`src/sv/bounded_sequence_store_core_macros.svh`:
```
// ----------------------------------------------------------------------------
// bounded_sequence_store_core_macros
// Assertion macros used by the bounded sequence store sequencer (bss_seq).
// ----------------------------------------------------------------------------
`ifndef BOUNDED_SEQUENCE_STORE_CORE_MACROS_SVH
`define BOUNDED_SEQUENCE_STORE_CORE_MACROS_SVH

// same-cycle implication
`define BSS_ASSERT_NOW(lbl, ante, cons, msg) \
  lbl: assert property (@(posedge clk) disable iff (!rst_n) (ante) |-> (cons)) \
    else $error(msg);

// next-cycle implication
`define BSS_ASSERT_NEXT(lbl, ante, cons, msg) \
  lbl: assert property (@(posedge clk) disable iff (!rst_n) (ante) |=> (cons)) \
    else $error(msg);

`endif

```
`src/sv/bss_pkg.sv`:
```
// ----------------------------------------------------------------------------
// bss_pkg
// Types, codes and sizing constants of the bounded sequence store.
// ----------------------------------------------------------------------------
package bss_pkg;

  localparam int CAPACITY_DEF = 64;
  localparam int ADDR_MAX_W   = 12;  // enough for the largest capacity
  localparam int WIDE_W       = 13;  // holds any count or position

  localparam logic [3:0] KIND_PUSH_FRONT = 4'd0;
  localparam logic [3:0] KIND_PUSH_BACK  = 4'd1;
  localparam logic [3:0] KIND_POP_FRONT  = 4'd2;
  localparam logic [3:0] KIND_POP_BACK   = 4'd3;
  localparam logic [3:0] KIND_INSERT     = 4'd4;
  localparam logic [3:0] KIND_DEL_INDEX  = 4'd5;
  localparam logic [3:0] KIND_DEL_VALUE  = 4'd6;
  localparam logic [3:0] KIND_READ       = 4'd7;
  localparam logic [3:0] KIND_SEARCH     = 4'd8;
  localparam logic [3:0] KIND_REVERSE    = 4'd9;
  localparam logic [3:0] KIND_PALINDROME = 4'd10;

  localparam logic [2:0] ST_OK       = 3'd0;
  localparam logic [2:0] ST_BADIDX   = 3'd1;
  localparam logic [2:0] ST_NOTFOUND = 3'd2;
  localparam logic [2:0] ST_FULL     = 3'd3;
  localparam logic [2:0] ST_EMPTY    = 3'd4;

  typedef struct packed {
    logic [3:0]         kind;
    logic [5:0]         position;
    logic signed [31:0] item_value;
  } in_item_t;

  typedef struct packed {
    logic [2:0]         status;
    logic signed [31:0] read_value;
    logic               match_flag;
    logic [6:0]         element_count;
  } out_item_t;

  typedef struct packed {
    logic                  we;
    logic [ADDR_MAX_W-1:0] waddr;
    logic [31:0]           wdata;
    logic                  re;
    logic [ADDR_MAX_W-1:0] raddr;
  } mem_req_t;

endpackage

```
`src/sv/bounded_sequence_store_core.sv`:
```
// Ops that only set a status (full, empty, bad index, unused kinds, reverse/palindrome
// on fewer than two elements) go straight to the result; push back, pop back and read
// pass a single state (S_UP_RD, S_DN_RD or S_RD_WAIT); shifts, scans, reverse and
// palindrome walk the elements. One transaction at a time, the next taken in the cycle
// after the result strobe; each element moved takes a memory read and then a write.
// Reset empties the store (count 0); memory is not cleared. Receiver cannot stall.
// ----------------------------------------------------------------------------
// bounded_sequence_store_core
// Ordered store of signed 32-bit values with list, search and reverse ops.
// ----------------------------------------------------------------------------
module bounded_sequence_store_core import bss_pkg::*; #(
  parameter int CAPACITY = CAPACITY_DEF
) (
  input  logic      clk,
  input  logic      rst_n,
  input  logic      start,
  output logic      busy,
  input  in_item_t  in_item,
  output logic      out_valid,
  output out_item_t out_item
);

  mem_req_t    mem_req;
  logic [31:0] mem_rdata;

  bss_seq #(.CAPACITY(CAPACITY)) u_seq (
    .clk       (clk),
    .rst_n     (rst_n),
    .start     (start),
    .in_item   (in_item),
    .busy      (busy),
    .out_valid (out_valid),
    .out_item  (out_item),
    .mem_req   (mem_req),
    .mem_rdata (mem_rdata)
  );

  bss_mem #(.CAPACITY(CAPACITY)) u_mem (
    .clk   (clk),
    .req   (mem_req),
    .rdata (mem_rdata)
  );

endmodule

```
`src/sv/bss_mem.sv`:
```
// ----------------------------------------------------------------------------
// bss_mem
// Element storage: one write port, one read port, registered read data.
// ----------------------------------------------------------------------------
module bss_mem import bss_pkg::*; #(
  parameter int CAPACITY = CAPACITY_DEF
) (
  input  logic        clk,
  input  mem_req_t    req,
  output logic [31:0] rdata
);

  localparam int AW = $clog2(CAPACITY);

  logic [31:0] mem [CAPACITY];
  logic [31:0] rdata_r;

  always_ff @(posedge clk) begin
    if (req.we) begin
      mem[req.waddr[AW-1:0]] <= req.wdata;
    end
    if (req.re) begin
      rdata_r <= mem[req.raddr[AW-1:0]];
    end
  end

  assign rdata = rdata_r;

endmodule

```
`src/sv/bss_seq.sv`:
```
// ----------------------------------------------------------------------------
// bss_seq
// Operation sequencer: decodes a command and walks the element memory.
// ----------------------------------------------------------------------------
module bss_seq import bss_pkg::*; #(
  parameter int CAPACITY = CAPACITY_DEF
) (
  input  logic        clk,
  input  logic        rst_n,
  input  logic        start,
  input  in_item_t    in_item,
  output logic        busy,
  output logic        out_valid,
  output out_item_t   out_item,
  output mem_req_t    mem_req,
  input  logic [31:0] mem_rdata
);

  `include "bounded_sequence_store_core_macros.svh"

  localparam int AW = $clog2(CAPACITY);
  localparam int CW = $clog2(CAPACITY + 1);

  typedef enum logic [4:0] {
    S_IDLE, S_UP_RD, S_UP_WR, S_DN_RD, S_DN_WR, S_SCAN_RD, S_SCAN_CMP,
    S_RD_WAIT, S_REV_RDLO, S_REV_RDHI, S_REV_WRLO, S_REV_WRHI,
    S_PAL_RDLO, S_PAL_RDHI, S_PAL_CMP, S_DONE
  } state_t;

  state_t      state_r, state_nxt;
  logic [3:0]  op_r, op_nxt;
  logic [CW-1:0] cnt_r, cnt_nxt;
  logic [CW-1:0] idx_r, idx_nxt;
  logic [CW-1:0] hi_r, hi_nxt;
  logic [31:0] val_r, val_nxt;
  logic [31:0] hold_r, hold_nxt;
  logic [2:0]  status_r, status_nxt;
  logic [31:0] rd_r, rd_nxt;
  logic        match_r, match_nxt;

  logic [WIDE_W-1:0] cnt_w, pos_w, idx_w, hi_w;
  logic              full;

  function automatic logic [ADDR_MAX_W-1:0] to_addr(input logic [CW-1:0] x);
    to_addr = ADDR_MAX_W'(x[AW-1:0]);
  endfunction

  assign cnt_w = WIDE_W'(cnt_r);
  assign pos_w = WIDE_W'(in_item.position);
  assign idx_w = WIDE_W'(idx_r);
  assign hi_w  = WIDE_W'(hi_r);
  assign full  = (cnt_w >= WIDE_W'(CAPACITY));

  always_comb begin
    state_nxt  = state_r;
    op_nxt     = op_r;
    cnt_nxt    = cnt_r;
    idx_nxt    = idx_r;
    hi_nxt     = hi_r;
    val_nxt    = val_r;
    hold_nxt   = hold_r;
    status_nxt = status_r;
    rd_nxt     = rd_r;
    match_nxt  = match_r;
    mem_req    = '0;

    unique case (state_r)
      S_IDLE: begin
        if (start) begin
          op_nxt     = in_item.kind;
          val_nxt    = in_item.item_value;
          status_nxt = ST_OK;
          rd_nxt     = '0;
          match_nxt  = 1'b0;
          idx_nxt    = '0;
          hi_nxt     = '0;
          state_nxt  = S_DONE;
          case (in_item.kind)
            KIND_PUSH_FRONT, KIND_PUSH_BACK: begin
              if (full) begin
                status_nxt = ST_FULL;
              end else begin
                idx_nxt   = cnt_r;
                hi_nxt    = (in_item.kind == KIND_PUSH_FRONT) ? '0 : cnt_r;
                state_nxt = S_UP_RD;
              end
            end
            KIND_POP_FRONT, KIND_POP_BACK: begin
              if (cnt_r == '0) begin
                status_nxt = ST_EMPTY;
              end else begin
                idx_nxt   = (in_item.kind == KIND_POP_FRONT) ? '0 : cnt_r - 1'b1;
                state_nxt = S_DN_RD;
              end
            end
            KIND_INSERT: begin
              if (pos_w > cnt_w) begin
                status_nxt = ST_BADIDX;
              end else if (full) begin
                status_nxt = ST_FULL;
              end else begin
                idx_nxt   = cnt_r;
                hi_nxt    = CW'(in_item.position);
                state_nxt = S_UP_RD;
              end
            end
            KIND_DEL_INDEX: begin
              if (cnt_r == '0) begin
                status_nxt = ST_EMPTY;
              end else if (pos_w >= cnt_w) begin
                status_nxt = ST_BADIDX;
              end else begin
                idx_nxt   = CW'(in_item.position);
                state_nxt = S_DN_RD;
              end
            end
            KIND_DEL_VALUE: begin
              status_nxt = ST_NOTFOUND;
              state_nxt  = S_SCAN_RD;
            end
            KIND_READ: begin
              if (pos_w >= cnt_w) begin
                status_nxt = ST_BADIDX;
              end else begin
                mem_req.re    = 1'b1;
                mem_req.raddr = to_addr(CW'(in_item.position));
                state_nxt     = S_RD_WAIT;
              end
            end
            KIND_SEARCH: begin
              state_nxt = S_SCAN_RD;
            end
            KIND_REVERSE: begin
              if (cnt_w > WIDE_W'(1)) begin
                hi_nxt    = cnt_r - 1'b1;
                state_nxt = S_REV_RDLO;
              end
            end
            KIND_PALINDROME: begin
              match_nxt = 1'b1;
              if (cnt_w > WIDE_W'(1)) begin
                hi_nxt    = cnt_r - 1'b1;
                state_nxt = S_PAL_RDLO;
              end
            end
            default: begin
            end
          endcase
        end
      end
      // open a gap: move elements up from the back, then drop the new value in
      S_UP_RD: begin
        if (idx_r > hi_r) begin
          mem_req.re    = 1'b1;
          mem_req.raddr = to_addr(idx_r - 1'b1);
          state_nxt     = S_UP_WR;
        end else begin
          mem_req.we    = 1'b1;
          mem_req.waddr = to_addr(hi_r);
          mem_req.wdata = val_r;
          cnt_nxt       = cnt_r + 1'b1;
          state_nxt     = S_DONE;
        end
      end
      S_UP_WR: begin
        mem_req.we    = 1'b1;
        mem_req.waddr = to_addr(idx_r);
        mem_req.wdata = mem_rdata;
        idx_nxt       = idx_r - 1'b1;
        state_nxt     = S_UP_RD;
      end
      // close a gap: move elements down toward the front
      S_DN_RD: begin
        if (idx_w + WIDE_W'(1) < cnt_w) begin
          mem_req.re    = 1'b1;
          mem_req.raddr = to_addr(idx_r + 1'b1);
          state_nxt     = S_DN_WR;
        end else begin
          cnt_nxt   = cnt_r - 1'b1;
          state_nxt = S_DONE;
        end
      end
      S_DN_WR: begin
        mem_req.we    = 1'b1;
        mem_req.waddr = to_addr(idx_r);
        mem_req.wdata = mem_rdata;
        idx_nxt       = idx_r + 1'b1;
        state_nxt     = S_DN_RD;
      end
      S_SCAN_RD: begin
        if (idx_r < cnt_r) begin
          mem_req.re    = 1'b1;
          mem_req.raddr = to_addr(idx_r);
          state_nxt     = S_SCAN_CMP;
        end else begin
          state_nxt = S_DONE;
        end
      end
      S_SCAN_CMP: begin
        if (mem_rdata == val_r) begin
          if (op_r == KIND_DEL_VALUE) begin
            status_nxt = ST_OK;
            state_nxt  = S_DN_RD;
          end else begin
            match_nxt = 1'b1;
            state_nxt = S_DONE;
          end
        end else begin
          idx_nxt   = idx_r + 1'b1;
          state_nxt = S_SCAN_RD;
        end
      end
      S_RD_WAIT: begin
        rd_nxt    = mem_rdata;
        state_nxt = S_DONE;
      end
      S_REV_RDLO: begin
        if (idx_w < hi_w) begin
          mem_req.re    = 1'b1;
          mem_req.raddr = to_addr(idx_r);
          state_nxt     = S_REV_RDHI;
        end else begin
          state_nxt = S_DONE;
        end
      end
      S_REV_RDHI: begin
        hold_nxt      = mem_rdata;
        mem_req.re    = 1'b1;
        mem_req.raddr = to_addr(hi_r);
        state_nxt     = S_REV_WRLO;
      end
      S_REV_WRLO: begin
        mem_req.we    = 1'b1;
        mem_req.waddr = to_addr(idx_r);
        mem_req.wdata = mem_rdata;
        state_nxt     = S_REV_WRHI;
      end
      S_REV_WRHI: begin
        mem_req.we    = 1'b1;
        mem_req.waddr = to_addr(hi_r);
        mem_req.wdata = hold_r;
        idx_nxt       = idx_r + 1'b1;
        hi_nxt        = hi_r - 1'b1;
        state_nxt     = S_REV_RDLO;
      end
      S_PAL_RDLO: begin
        if (idx_w < hi_w) begin
          mem_req.re    = 1'b1;
          mem_req.raddr = to_addr(idx_r);
          state_nxt     = S_PAL_RDHI;
        end else begin
          state_nxt = S_DONE;
        end
      end
      S_PAL_RDHI: begin
        hold_nxt      = mem_rdata;
        mem_req.re    = 1'b1;
        mem_req.raddr = to_addr(hi_r);
        state_nxt     = S_PAL_CMP;
      end
      S_PAL_CMP: begin
        if (mem_rdata != hold_r) begin
          match_nxt = 1'b0;
          state_nxt = S_DONE;
        end else begin
          idx_nxt   = idx_r + 1'b1;
          hi_nxt    = hi_r - 1'b1;
          state_nxt = S_PAL_RDLO;
        end
      end
      S_DONE: begin
        state_nxt = S_IDLE;
      end
      default: begin
        state_nxt = S_IDLE;
      end
    endcase
  end

  always_ff @(posedge clk) begin
    if (!rst_n) begin
      state_r <= S_IDLE;
      cnt_r   <= '0;
    end else begin
      state_r <= state_nxt;
      cnt_r   <= cnt_nxt;
    end
    op_r     <= op_nxt;
    idx_r    <= idx_nxt;
    hi_r     <= hi_nxt;
    val_r    <= val_nxt;
    hold_r   <= hold_nxt;
    status_r <= status_nxt;
    rd_r     <= rd_nxt;
    match_r  <= match_nxt;
  end

  assign busy                   = (state_r != S_IDLE);
  assign out_valid              = (state_r == S_DONE);
  assign out_item.status        = status_r;
  assign out_item.read_value    = rd_r;
  assign out_item.match_flag    = match_r;
  assign out_item.element_count = 7'(cnt_r);

  `BSS_ASSERT_NOW(a_cnt_bound, 1'b1, WIDE_W'(cnt_r) <= WIDE_W'(CAPACITY), "count above capacity")
  `BSS_ASSERT_NEXT(a_strobe_one, out_valid, !out_valid, "result strobe longer than a cycle")
  `BSS_ASSERT_NEXT(a_start_busy, start && !busy, busy, "accepted transaction not taken up")
  `BSS_ASSERT_NOW(a_no_rw_clash, mem_req.we && mem_req.re, mem_req.waddr != mem_req.raddr, "read and write hit the same entry")

endmodule
```
`config.mk`:
```
export PLATFORM = sky130hd
export DESIGN_NAME = bounded_sequence_store_core
export DESIGN_NICKNAME = d
export VERILOG_FILES = /design/src/sv/bss_pkg.sv /design/src/sv/bounded_sequence_store_core.sv /design/src/sv/bss_mem.sv /design/src/sv/bss_seq.sv
export VERILOG_INCLUDE_DIRS = /design/src /design/src/sv
export SDC_FILE = /design/constraint.sdc
export NUM_CORES = 2
export LEC_CHECK = 0
export BUFFER_PORTS_ARGS = -buffer_cell sky130_fd_sc_hd__buf_4
export CORE_MARGIN = 8
export CORE_UTILIZATION = 45
export DETAILED_ROUTE_END_ITERATION = 6
export MAX_ROUTING_LAYER = met4
export PLACE_DENSITY_LB_ADDON = 0.15
export SYNTH_ARGS = -nofsm -noshare
export SYNTH_HDL_FRONTEND = slang
export SYNTH_SLANG_ARGS = --single-unit
export TNS_END_PERCENT = 1
```
`constraint.sdc`:
```
create_clock -name clk -period 7.3 [get_ports clk]
set_clock_uncertainty 0.05 [all_clocks]
set_input_delay 0.365 -clock clk [delete_from_list [all_inputs] [get_ports clk]]
set_output_delay 0.365 -clock clk [all_outputs]
set_load 0.05 [all_outputs]
```
==> qor.txt <==
Status: finished, violations left
Failing checks: DRC
Worst min path class: in2reg
Core footprint: 197000 sq um
Unrepaired setup endpoints after global routing: no
Fmax: 145 MHz
Max transition margin: 0.0615
Die Span X: 460 um
Post-Synthesis Cells: 6037
Combinational fraction of design power: 0.374
Cts bufs inserted: 223
Clock transition at the registers of the reported paths: 60 ps
Min Tclk post-route: 6900 ps
Final WS setup: 404 ps
Final setup vio count: 0
Share of the yosys chip area belonging to registers: 0.745
Worst Setup SP: u_seq.idx_r[1]
Yosys reg bits: 2209
Via count: 55800
Non-Filler Instances: 9079
Ys async rst share: 0
Port-buffer cells: 89
Routed Antenna Nets: 0
Wirelength, routed: 287000 um
Vias in the first global route: 52700
CTS tree: built
Iter 0 DRT Violations: 7828
Crit start category: flop
Antenna violations before repair: 16
Clk buf depth: 3
Post-synth EDFFs: 2198
GRT Overall Usage: 0.271
Total congestion overflow: 0
P_sw: 18900 uW
Least-Margin Pin Slew: 1390 ps
Switch share: 0.399
Placed insts: 8609
Ports: 90
Worst setup path category: reg2reg
P_leak: 0.0350 uW
Via density: 6.15
WL per Instance: 31.6 um
Synth area leaders: edfxtp_1 (74%), nand2_1 (4.8%), mux2i_1 (4.0%)
Initial core utilization: 0.452
Final max-slew violation count: 0
Clk Latency, worst-skew pair: 880 ps
Pin count of the biggest net entering global routing: 127
RR Endpoint: u_mem.rdata[4]
Crit end category: flop
Root Driver: clkbuf_16
DP Worst Slack: 458 ps
Worst Path Required: 7990 ps
CTS H-tree lvls: 4
Mapped Area: 88900 sq um
Worst Path Arrival: 7580 ps
Tcrit/Tclk final: 0.945
Max_cap viols: 0
Power Dens Cells: 465 nW/um^2
Syn Area/Cell: 14.7 sq um
DRC Markers: 3
FF-to-FF Start: u_seq.idx_r[1]
Clock Sinks: 2209
Post-synth top flop: edfxtp_1
Chip height: 460 um
Clock share of power: 0.241
Routability Congestion: 0.895
Nets: 6314
P_int: 28400 uW
Final TNS setup: 0 ps
Synth unique cells: 83
# rows: 163
Layout cell share with drive strength beyond 1: 0.128
Syn nets: 6113
DP Area: 94100 sq um
FF-to-FF path depth: 18
Register-to-register setup slack: 400 ps
Global-route wire length before repair: 402000 um
Post-route cell area: 102000 sq um
Hold Vio Cnt, Final: 0
Highest fanout seen on the critical path: 48
Sequential power share: 0.385
Area grow syn2layout: 14.5%
Synth top area share: 0.743
Synth area leader: edfxtp_1
YS warnings: 0
Crit path to: u_mem.rdata[4]
Peak VDD IR: 0.000326 V
First-pass DRT Iterations: 7
Die ar.: 212000 sq um
DPL Wire Length: 169000 um
## power groups by stage
stage	sequential (uW)	clock (uW)	combinational [uW]
after global routing	18300	12000	18500
final	18200	11400	17700
after detailed placement	18400	0	17400
after floorplan	18300	0	9240
after global placement	18400	0	17300
after CTS	18200	11500	17500
## cells in the final DEF (no fill, tap or decap), types with 28 or more instances in the layout
| master | synthesis | final |
|---|---|---|
| a32oi_1 | 119 | 119 |
| clkbuf_16 | 0 | 226 |
| a211oi_1 | 53 | 51 |
| xnor2_1 | 83 | 83 |
| nor2_4 | 1 | 73 |
| clkinv_2 | 0 | 63 |
| clkinv_1 | 2 | 51 |
| o21ai_0 | 77 | 76 |
| and2_1 | 39 | 39 |
| edfxtp_1 | 2198 | 2198 |
| a22oi_1 | 104 | 104 |
| a21oi_1 | 304 | 303 |
| ha_1 | 31 | 31 |
| o2111ai_1 | 41 | 41 |
| a221oi_1 | 71 | 71 |
| a31oi_1 | 83 | 83 |
| a222oi_1 | 32 | 32 |
| o211ai_1 | 34 | 34 |
| inv_2 | 0 | 32 |
| nand3_1 | 215 | 215 |
| nand2_1 | 1127 | 1127 |
| nand4_1 | 81 | 81 |
| o31a_1 | 47 | 47 |
| nor2_1 | 165 | 89 |
| inv_1 | 63 | 31 |
| dlygate4sd3_1 | 0 | 44 |
| a311o_1 | 32 | 32 |
| buf_12 | 0 | 40 |
| mux2i_1 | 356 | 356 |
| buf_4 | 11 | 281 |
| clkbuf_1 | 204 | 28 |
## cells in the mapped netlist (39+ instances only)
library cell / instances
a211oi_1: 53
a21oi_1: 304
a221oi_1: 71
a22oi_1: 104
a31oi_1: 83
a32oi_1: 119
and2_1: 39
buf_1: 46
buf_2: 119
clkbuf_1: 204
edfxtp_1: 2198
inv_1: 63
mux2i_1: 356
nand2_1: 1127
nand3_1: 215
nand4_1: 81
nor2_1: 165
o2111ai_1: 41
o21ai_0: 77
o31a_1: 47
xnor2_1: 83
## what timing repair did
action,4_1_cts,5_1_grt
setup buffers,0,0
resized for setup,0,1
hold buffers,44,0
endpoints found under the setup margin,0,1
endpoints found under the hold margin,71,0
## layer usage
layer	up-vias	part of all wire	global-route usage
met1	28700	0.42	0.378
met2	2840	0.45	0.404
met4	0	0.044	0.102
met5	-	0	-
met3	435	0.091	0.0447
li1	23800	-	-
## state kept, by name, summed over array words and instances, names as in the netlist
register	flops
u_seq.match_r	1
u_seq.op_r	4
u_seq.status_r	3
u_seq.hold_r	32
u_seq.idx_r	7
u_mem.rdata	32
u_seq.state_r	4
u_mem.mem	2048
u_seq.cnt_r	7
u_seq.rd_r	32
u_seq.val_r	32
u_seq.hi_r	7
## stage by stage
stage                     hold slack (ps)  utilization  total power (uW)
after floorplan                       414            -             27500
after global placement                494        0.478             35700
after detailed placement              495        0.478             35900
after CTS                             101        0.517             47200
after global routing                  140        0.517             48700
final                                 165        0.517             47300
## kinds of logic after synthesis
| group | count (synthesis) | synth area share |
|---|---|---|
| fa+ha+maj | 31 | 0.00436 |
| simple gates | 1742 | 0.0839 |
| buf+inv | 454 | 0.0221 |
| compound gates | 1140 | 0.0915 |
| flops | 2209 | 0.745 |
| mux | 373 | 0.0444 |
| xor+xnor | 88 | 0.00867 |
## cell type report
class	count	area, sq um
Fill cell	16300	95000
Sequential cell	2209	66200
Multi-Input combinational cell	3374	21400
Clock buffer	254	5760
Timing Repair Buffer	365	3350
Tap cell	2640	3300
Clock inverter	160	1480
Inverter	65	244
Antenna cell	12	30.0
## worst max-delay path, stage by stage, from the launching register on
cell	delay [ps]
edfxtp_1	810
ha_1	390
nand3_1	120
xnor2_1	290
ha_1	300
a21oi_1	140
o21a_1	140
o221ai_2	140
or2_2	350
a21oi_4	170
buf_4	570
or3_4	840
buf_12	320
buf_12	230
nand2_1	80
a221oi_1	310
o311ai_0	260
o21ai_0	890
o22a_1	220
## how the worst min path moves through the flow
stage	start	cells after the start	slack, ps	endpoint
2_1_floorplan	in_item[38]	0	410	u_seq.op_r[0]
3_3_place_gp	in_item[1]	1	490	u_seq.val_r[1]
3_5_place_dp	in_item[13]	1	490	u_seq.val_r[13]
4_1_cts	in_item[28]	2	100	u_seq.val_r[28]
5_1_grt	in_item[10]	2	140	u_seq.val_r[10]
6_report	in_item[0]	2	170	u_seq.val_r[0]
Note: power is estimated with default switching activity, not from simulation.
